### src/rtl/ppe_pkg.sv
// shared constants for the perfect power exponent block
package ppe_pkg;

	localparam int VALUE_WIDTH_DEF  = 32;
	localparam int MAX_EXPONENT_DEF = 32;
	localparam int IN_W             = 32;
	localparam int EXP_W            = 6;
	localparam int MUL_CHUNK        = 16;

endpackage

### src/rtl/ppe_mul.sv
// shared multiplier: full-width a times b, one 16-bit slice of b per cycle
module ppe_mul import ppe_pkg::*; #(
	parameter int AW = VALUE_WIDTH_DEF,
	parameter int BW = (VALUE_WIDTH_DEF - 1) / 2 + 1
) (
	input  logic                                                     clk,
	input  logic                                                     arst_n,
	input  logic                                                     go,
	input  logic [AW-1:0]                                            a,
	input  logic [BW-1:0]                                            b,
	output logic                                                     done,
	output logic [AW+((BW+MUL_CHUNK-1)/MUL_CHUNK)*MUL_CHUNK-1:0]     prod
);

	localparam int NCH = (BW + MUL_CHUNK - 1) / MUL_CHUNK;
	localparam int BPW = NCH * MUL_CHUNK;
	localparam int PRW = AW + BPW;
	localparam int KW  = (NCH > 1) ? $clog2(NCH) : 1;

	logic               run_q;
	logic [KW-1:0]      rem_q;
	logic [AW-1:0]      a_q;
	logic [BPW-1:0]     b_q;
	logic [PRW-1:0]     prod_q;
	logic               done_q;

	logic [BPW-1:0]           b_pad;
	logic [AW-1:0]            op_a;
	logic [BPW-1:0]           op_b;
	logic [MUL_CHUNK-1:0]     chunk;
	logic [AW+MUL_CHUNK-1:0]  part;
	logic [PRW-1:0]           acc_base;
	logic [PRW-1:0]           prod_next;

	// slices go most significant first, so the running sum shifts by a constant
	assign b_pad     = BPW'(b);
	assign op_a      = run_q ? a_q : a;
	assign op_b      = run_q ? b_q : b_pad;
	assign chunk     = op_b[BPW-1 -: MUL_CHUNK];
	assign part      = op_a * chunk;
	assign acc_base  = run_q ? (prod_q << MUL_CHUNK) : '0;
	assign prod_next = acc_base + PRW'(part);

	always_ff @(posedge clk or negedge arst_n) begin
		if (!arst_n) begin
			run_q  <= 1'b0;
			rem_q  <= '0;
			a_q    <= '0;
			b_q    <= '0;
			prod_q <= '0;
			done_q <= 1'b0;
		end else begin
			done_q <= 1'b0;
			if (go) begin
				a_q    <= a;
				b_q    <= b_pad << MUL_CHUNK;
				prod_q <= prod_next;
				rem_q  <= KW'(NCH - 1);
				if (NCH == 1) begin
					done_q <= 1'b1;
				end else begin
					run_q <= 1'b1;
				end
			end else if (run_q) begin
				prod_q <= prod_next;
				b_q    <= b_q << MUL_CHUNK;
				rem_q  <= rem_q - 1'b1;
				if (rem_q == KW'(1)) begin
					done_q <= 1'b1;
					run_q  <= 1'b0;
				end
			end
		end
	end

	assign done = done_q;
	assign prod = prod_q;

endmodule

### src/rtl/perfect_power_exponent_core.sv
// top level: largest exponent p for which a signed value is an exact p-th power
//
// A beat is taken when start is high while busy is low; busy then stays high until the
// result. The answer appears on largest_exponent for exactly one cycle with done high and
// cannot be held off, and busy drops in that same cycle so the next start is taken at once.
// Exponents are tried from MAX_EXPONENT downward (even ones skipped for negative values);
// each try builds the integer root one bit at a time, about (VALUE_WIDTH-1)/p + 1 bits, and
// checks every candidate with up to p-1 passes through one shared multiplier, each pass
// working through the ceil(VALUE_WIDTH/2)-bit operand in 16-bit slices after the candidate is launched.
// Candidates that overshoot stop at the first pass that exceeds the magnitude. No clearing
// pass follows reset.
module perfect_power_exponent_core import ppe_pkg::*; #(
	parameter int VALUE_WIDTH  = VALUE_WIDTH_DEF,
	parameter int MAX_EXPONENT = MAX_EXPONENT_DEF
) (
	input  logic                   clk,
	input  logic                   arst_n,
	input  logic                   start,
	input  logic signed [IN_W-1:0] signed_value,
	output logic                   busy,
	output logic                   done,
	output logic [EXP_W-1:0]       largest_exponent
);

	localparam int XW  = (VALUE_WIDTH > IN_W) ? VALUE_WIDTH : IN_W;
	localparam int CW  = (VALUE_WIDTH - 1) / 2 + 1;
	localparam int BIW = $clog2(CW);
	localparam int PW  = $clog2(MAX_EXPONENT + 1);
	localparam int NCH = (CW + MUL_CHUNK - 1) / MUL_CHUNK;
	localparam int PRW = VALUE_WIDTH + NCH * MUL_CHUNK;
	localparam int SKW = BIW + 1 + PW;

	typedef enum logic [2:0] {
		ST_IDLE,
		ST_PSEL,
		ST_SEEK,
		ST_TRY,
		ST_WAIT,
		ST_PEND
	} state_t;

	state_t                 state_q;
	logic [VALUE_WIDTH-1:0] mag_q;
	logic                   neg_q;
	logic [PW-1:0]          p_q;
	logic [BIW-1:0]         sb_q;
	logic [BIW-1:0]         bit_q;
	logic [CW-1:0]          root_q;
	logic [CW-1:0]          cand_q;
	logic                   eq_q;
	logic [PW-1:0]          ecnt_q;
	logic                   done_q;
	logic [EXP_W-1:0]       exp_q;

	logic [XW-1:0]          v_ext;
	logic [VALUE_WIDTH-1:0] v;
	logic                   in_neg;
	logic [VALUE_WIDTH-1:0] in_mag;
	logic [CW-1:0]          cand;
	logic [SKW-1:0]         seek_prod;
	logic                   seek_more;
	logic                   over;
	logic                   exact;

	logic                   mul_go;
	logic [VALUE_WIDTH-1:0] mul_a;
	logic [CW-1:0]          mul_b;
	logic                   mul_done;
	logic [PRW-1:0]         mul_prod;

	// bits above the 32-bit field read as zero; negation of the most negative value
	// gives 2^(VALUE_WIDTH-1) as an unsigned magnitude
	assign v_ext  = XW'($unsigned(signed_value));
	assign v      = v_ext[VALUE_WIDTH-1:0];
	assign in_neg = v[VALUE_WIDTH-1];
	assign in_mag = in_neg ? (~v + 1'b1) : v;

	assign cand = root_q | (CW'(1) << bit_q);

	// highest root bit for exponent p is the largest b with b*p <= VALUE_WIDTH-1;
	// it only grows as p falls, so it is carried over and stepped up
	assign seek_prod = (SKW'(sb_q) + SKW'(1)) * SKW'(p_q);
	assign seek_more = seek_prod <= SKW'(VALUE_WIDTH - 1);

	assign over  = mul_prod > PRW'(mag_q);
	assign exact = mul_prod == PRW'(mag_q);

	assign mul_go = (state_q == ST_TRY) ||
	                ((state_q == ST_WAIT) && mul_done && !over && (ecnt_q != '0));
	assign mul_a  = (state_q == ST_TRY) ? VALUE_WIDTH'(cand) : mul_prod[VALUE_WIDTH-1:0];
	assign mul_b  = (state_q == ST_TRY) ? cand : cand_q;

	ppe_mul #(
		.AW(VALUE_WIDTH),
		.BW(CW)
	) u_mul (
		.clk   (clk),
		.arst_n(arst_n),
		.go    (mul_go),
		.a     (mul_a),
		.b     (mul_b),
		.done  (mul_done),
		.prod  (mul_prod)
	);

	always_ff @(posedge clk or negedge arst_n) begin
		if (!arst_n) begin
			state_q <= ST_IDLE;
			mag_q   <= '0;
			neg_q   <= 1'b0;
			p_q     <= '0;
			sb_q    <= '0;
			bit_q   <= '0;
			root_q  <= '0;
			cand_q  <= '0;
			eq_q    <= 1'b0;
			ecnt_q  <= '0;
			done_q  <= 1'b0;
			exp_q   <= '0;
		end else begin
			done_q <= 1'b0;
			unique case (state_q)
				ST_IDLE: begin
					if (start) begin
						mag_q   <= in_mag;
						neg_q   <= in_neg;
						p_q     <= PW'(MAX_EXPONENT);
						sb_q    <= '0;
						state_q <= ST_PSEL;
					end
				end
				ST_PSEL: begin
					if (p_q == PW'(1)) begin
						exp_q   <= EXP_W'(p_q);
						done_q  <= 1'b1;
						state_q <= ST_IDLE;
					end else if (neg_q && !p_q[0]) begin
						p_q <= p_q - 1'b1;
					end else begin
						state_q <= ST_SEEK;
					end
				end
				ST_SEEK: begin
					if (seek_more) begin
						sb_q <= sb_q + 1'b1;
					end else begin
						root_q  <= '0;
						eq_q    <= (mag_q == '0);
						bit_q   <= sb_q;
						state_q <= ST_TRY;
					end
				end
				ST_TRY: begin
					cand_q  <= cand;
					ecnt_q  <= p_q - PW'(2);
					state_q <= ST_WAIT;
				end
				ST_WAIT: begin
					if (mul_done) begin
						if (over || (ecnt_q == '0)) begin
							if (!over) begin
								root_q <= cand_q;
								eq_q   <= exact;
							end
							if (bit_q == '0) begin
								state_q <= ST_PEND;
							end else begin
								bit_q   <= bit_q - 1'b1;
								state_q <= ST_TRY;
							end
						end else begin
							ecnt_q <= ecnt_q - 1'b1;
						end
					end
				end
				ST_PEND: begin
					if (eq_q) begin
						exp_q   <= EXP_W'(p_q);
						done_q  <= 1'b1;
						state_q <= ST_IDLE;
					end else begin
						p_q     <= p_q - 1'b1;
						state_q <= ST_PSEL;
					end
				end
				default: begin
					state_q <= ST_IDLE;
				end
			endcase
		end
	end

	assign busy             = (state_q != ST_IDLE);
	assign done             = done_q;
	assign largest_exponent = exp_q;

endmodule

### config.mk
export PLATFORM = sky130hd
export DESIGN_NAME = perfect_power_exponent_core
export DESIGN_NICKNAME = d
export VERILOG_FILES = /design/src/rtl/ppe_pkg.sv /design/src/rtl/ppe_mul.sv /design/src/rtl/perfect_power_exponent_core.sv
export SDC_FILE = /design/constraint.sdc
export NUM_CORES = 2
export LEC_CHECK = 0
export ABC_AREA = 1
export BUFFER_PORTS_ARGS = -buffer_cell sky130_fd_sc_hd__buf_2
export CAP_MARGIN = 20
export CORE_AREA = 2 2 243 245
export CTS_BUF_LIST = sky130_fd_sc_hd__clkbuf_16
export CTS_CLUSTER_SIZE = 25
export DETAILED_ROUTE_END_ITERATION = 7
export DIE_AREA = 0 0 245 247
export GPL_TIMING_DRIVEN = 1
export PLACE_DENSITY = 0.75
export SYNTH_ARGS = -nofsm -noshare
export SYNTH_HDL_FRONTEND = slang
export SYNTH_SLANG_ARGS = --single-unit
### constraint.sdc
create_clock -name clk -period 8.45 [get_ports clk]
set_input_delay 0.4225 -clock clk [delete_from_list [all_inputs] [get_ports clk]]
set_output_delay 0.4225 -clock clk [all_outputs]
set_load 0.02 [all_outputs]
==> summary.txt <==
Outcome
  – Run status: finished clean

STA
  – Max Freq: 0.126 GHz
  – Remaining max-slew budget at the tightest pin: 29.9%
  – Final setup viols: 0
  – Number of max-slew violations in the final report: 0
  – Slew @ Worst Pin: 1.05 ns
  – Unrepaired setup endpoints after global routing: no
  – Final hold viol count: 0
  – Worst Slack Setup Final: 0.517 ns
  – Post-route setup TNS: 0 ns
  – Clock skew after layout: 0.0149 ns
  – Worst slack on hold paths: 0.0273 ns
  – Part of the cycle the worst path needs: 93.9%
  – Min Clock Period, post-route: 7.93 ns

Synth
  – Main flop type after synthesis: sky130_fd_sc_hd__dfrtp_1
  – Number of enable-type register cells in the synthesized netlist: 0
  – Library cell occupying the most area in the post-synthesis netlist: sky130_fd_sc_hd__fa_1
  – Syn. warnings: 0
  – Leading post-synthesis cells by cell area: sky130_fd_sc_hd__fa_1 (32%), sky130_fd_sc_hd__dfrtp_1 (15%), sky130_fd_sc_hd__inv_1 (12%)
  – Number of instances in the synthesized netlist: 3842
  – Post-synth net total: 4527
  – Post-synthesis sequential area ratio: 14.9%
  – Leading cell type by number of instances after synthesis: sky130_fd_sc_hd__inv_1
  – Area fraction of the dominant cell type after synthesis: 32.1%
  – Count of state elements after synthesis: 171
  – List of most frequent post-synthesis cells: sky130_fd_sc_hd__inv_1 (949), sky130_fd_sc_hd__nand2_1 (938), sky130_fd_sc_hd__fa_1 (461), sky130_fd_sc_hd__nor2_1 (374), sky130_fd_sc_hd__ha_1 (189)
  – Distinct cell type count of the synthesized netlist: 49
  – Mean area per synthesized cell: 7.49 sq um
  – Fraction of registers with async set/reset: 100%
  – Synthesized cell area: 28800 sq um

Critical path
  – Arrival time of the worst setup path: 8.35 ns
  – CP max stage delay: 0.56 ns
  – Cell family with most CP delay: adder cells
  – Class of the most critical setup path: reg2reg
  – Number of buffer and inverter stages on the critical path: 7
  – Slowest library cell on the worst path: sky130_fd_sc_hd__fa_1
  – Kind of start point of the critical path: flop
  – Highest fanout seen on the critical path: 27
  – Required time reported for the critical path endpoint: 8.87 ns
  – Type of element capturing the critical path: flop

Drt
  – Routed wire length per instance: 18.2 um
  – Vias: 24.6k
  – Post-detailed-routing wire length: 84400 um
  – DRC marker count from the first detailed-route iteration: 2137
  – Iteration count of the initial detailed-routing pass: 6
  – Total DRC errors in the routed layout: 0
  – Final ANT Viol Nets: 0
  – Mean number of vias per cell: 5.31

Clocking
  – H-tree level count: 4
  – Sink count of the clock tree: 171
  – Number of buffers on the longest clock path: 2
  – CTS Hold Buffers Added: 0
  – Number of gates given a new drive strength after cts: 0
  – Worst skew pair latency: 0.49 ns
  – Root Driver: sky130_fd_sc_hd__clkbuf_16
  – Total clock buffers created by CTS: 17
  – CTS clock-pin slew for the worst setup and hold paths: 0.08 ns
  – Post-CTS setup buffer count: 0
  – CTS tree: yes

Cells and area
  – Share of post-route cells with drive strength above 1: 5.62%
  – Antenna diode instance count: 0
  – Final Net Count: 4531
  – Final design utilization: 52.3%
  – Filler Cells Inserted: 5582
  – Synthesis-to-finish area growth: 5.84%

Floorplan
  – Vertical extent of the die: 247 um
  – Initial standard-cell utilization of the core: 49.4%
  – Die width: 245 um
  – Core outline area: 58200 sq um
  – Ports placed on the boundary: 43
  – Number of core rows: 89
  – DIE AREA: 60500 sq um

Job
  – Total of max-cap violations: 0

Global routing
  – Via count of the first global-routing pass: 24.5k
  – Total global routing track utilization: 29.2%
  – Global-route wire length before repair: 135000 um
  – Number of antenna violations at the first check in global routing: 1
  – Maximum number of pins on one net before global-route repair: 107
  – Grt ovf: 0

Placement
  – Post-placement worst setup slack: 0.716 ns
  – Detail Placement HPWL: 69200 um
  – Final Wtd Congestion: 1.00
  – Port Buffers: 42

Worst hold path
  – Worst hold path type: in2async
[cell type report]
type                            instances  area [sq um]  share of cell area, %
Clock inverter                         15           208                  0.682
Tap cell                              773           967                   3.18
Clock buffer                           17           425                   1.40
Inverter                              988          3710                   12.2
Sequential cell                       171          4280                   14.1
Multi-Input combinational cell       2575         20300                   66.5
Timing Repair Buffer                   93           602                   1.98
[metrics by stage]
step	instance area, sq um	cells
after floorplan	28800	3842
after global placement	29800	4600
after detailed placement	29800	4600
after CTS	30500	4632
after global routing	30500	4632
final	30500	4632
[registers in the layout, indices dropped and copies added, names as in the netlist]
register	count
u_mul.prod	48
mag_q	32
u_mul.a_q	24
cand_q	16
root_q	16
ecnt_q	6
largest_exponent	6
p_q	6
bit_q	4
sb_q	4
state_q	3
done	1
eq_q	1
neg_q	1
u_mul.done	1
u_mul.rem_q	1
u_mul.run_q	1
[worst reg2reg max path, delay by kind of cell, from the launching register on]
family / cells / cell delay (ns)
adders and majority gates: 7 / 3.43
DFF: 1 / 0.41
buffers and inverters: 7 / 1.20
AOI/OAI and AO/OA: 3 / 0.76
and+or+nand+nor: 10 / 1.67
xor gates and xnor gates: 1 / 0.40
[kinds of logic after synthesis]
family | share of synthesized area [%]
compound gates | 6.55
fa+ha+maj | 40.3
buf+inv | 14.8
simple gates | 21.6
flops | 14.9
xor+xnor | 1.92
[per-layer routing]
layer,wire length (um),track usage (%)
met5,0,0
met4,4190,12.8
met3,6430,5.07
met2,40000,48.3
met1,33900,37.6
[final timing paths]
| kind | startpoint | end | slack, ns | depth (start not counted) |
|---|---|---|---|---|
| setup / recovery | state_q[2] | u_mul.prod[30] | 0.52 | 28 |
| hold reg to reg | root_q[13] | root_q[13] | 0.47 | 2 |
| setup reg to reg | state_q[2] | u_mul.prod[30] | 0.52 | 28 |
| max in group asynchronous | arst_n | u_mul.run_q | 6.87 | 2 |
| min in group clk | signed_value[0] | mag_q[0] | 0.20 | 3 |
| hold / removal | arst_n | mag_q[31] | 0.03 | 1 |
[cells in the final DEF (no fill, tap or decap), types with 4 or more instances in the layout]
cell type	n
sky130_fd_sc_hd__nand2_1	938
sky130_fd_sc_hd__buf_4	51
sky130_fd_sc_hd__nor4_1	4
sky130_fd_sc_hd__dfrtp_1	170
sky130_fd_sc_hd__a311o_1	5
sky130_fd_sc_hd__clkinv_1	5
sky130_fd_sc_hd__o21bai_1	9
sky130_fd_sc_hd__nor2_4	6
sky130_fd_sc_hd__xnor2_1	20
sky130_fd_sc_hd__nor2_1	370
sky130_fd_sc_hd__o21ai_2	9
sky130_fd_sc_hd__a31oi_1	6
sky130_fd_sc_hd__o21ai_0	117
sky130_fd_sc_hd__inv_1	949
sky130_fd_sc_hd__nor3_1	21
sky130_fd_sc_hd__o21ai_1	64
sky130_fd_sc_hd__nand3b_1	10
sky130_fd_sc_hd__clkbuf_16	17
sky130_fd_sc_hd__fa_1	461
sky130_fd_sc_hd__ha_1	189
sky130_fd_sc_hd__nand2_2	6
sky130_fd_sc_hd__a21oi_2	10
sky130_fd_sc_hd__inv_2	35
sky130_fd_sc_hd__nand3_1	98
sky130_fd_sc_hd__o21a_1	4
sky130_fd_sc_hd__buf_2	41
sky130_fd_sc_hd__nand4_1	52
sky130_fd_sc_hd__nor2_2	14
sky130_fd_sc_hd__xor2_1	43
sky130_fd_sc_hd__a21oi_1	87
Power is not shown: default switching activity piles up to over one toggle a cycle in this logic, so the estimate is an artifact.
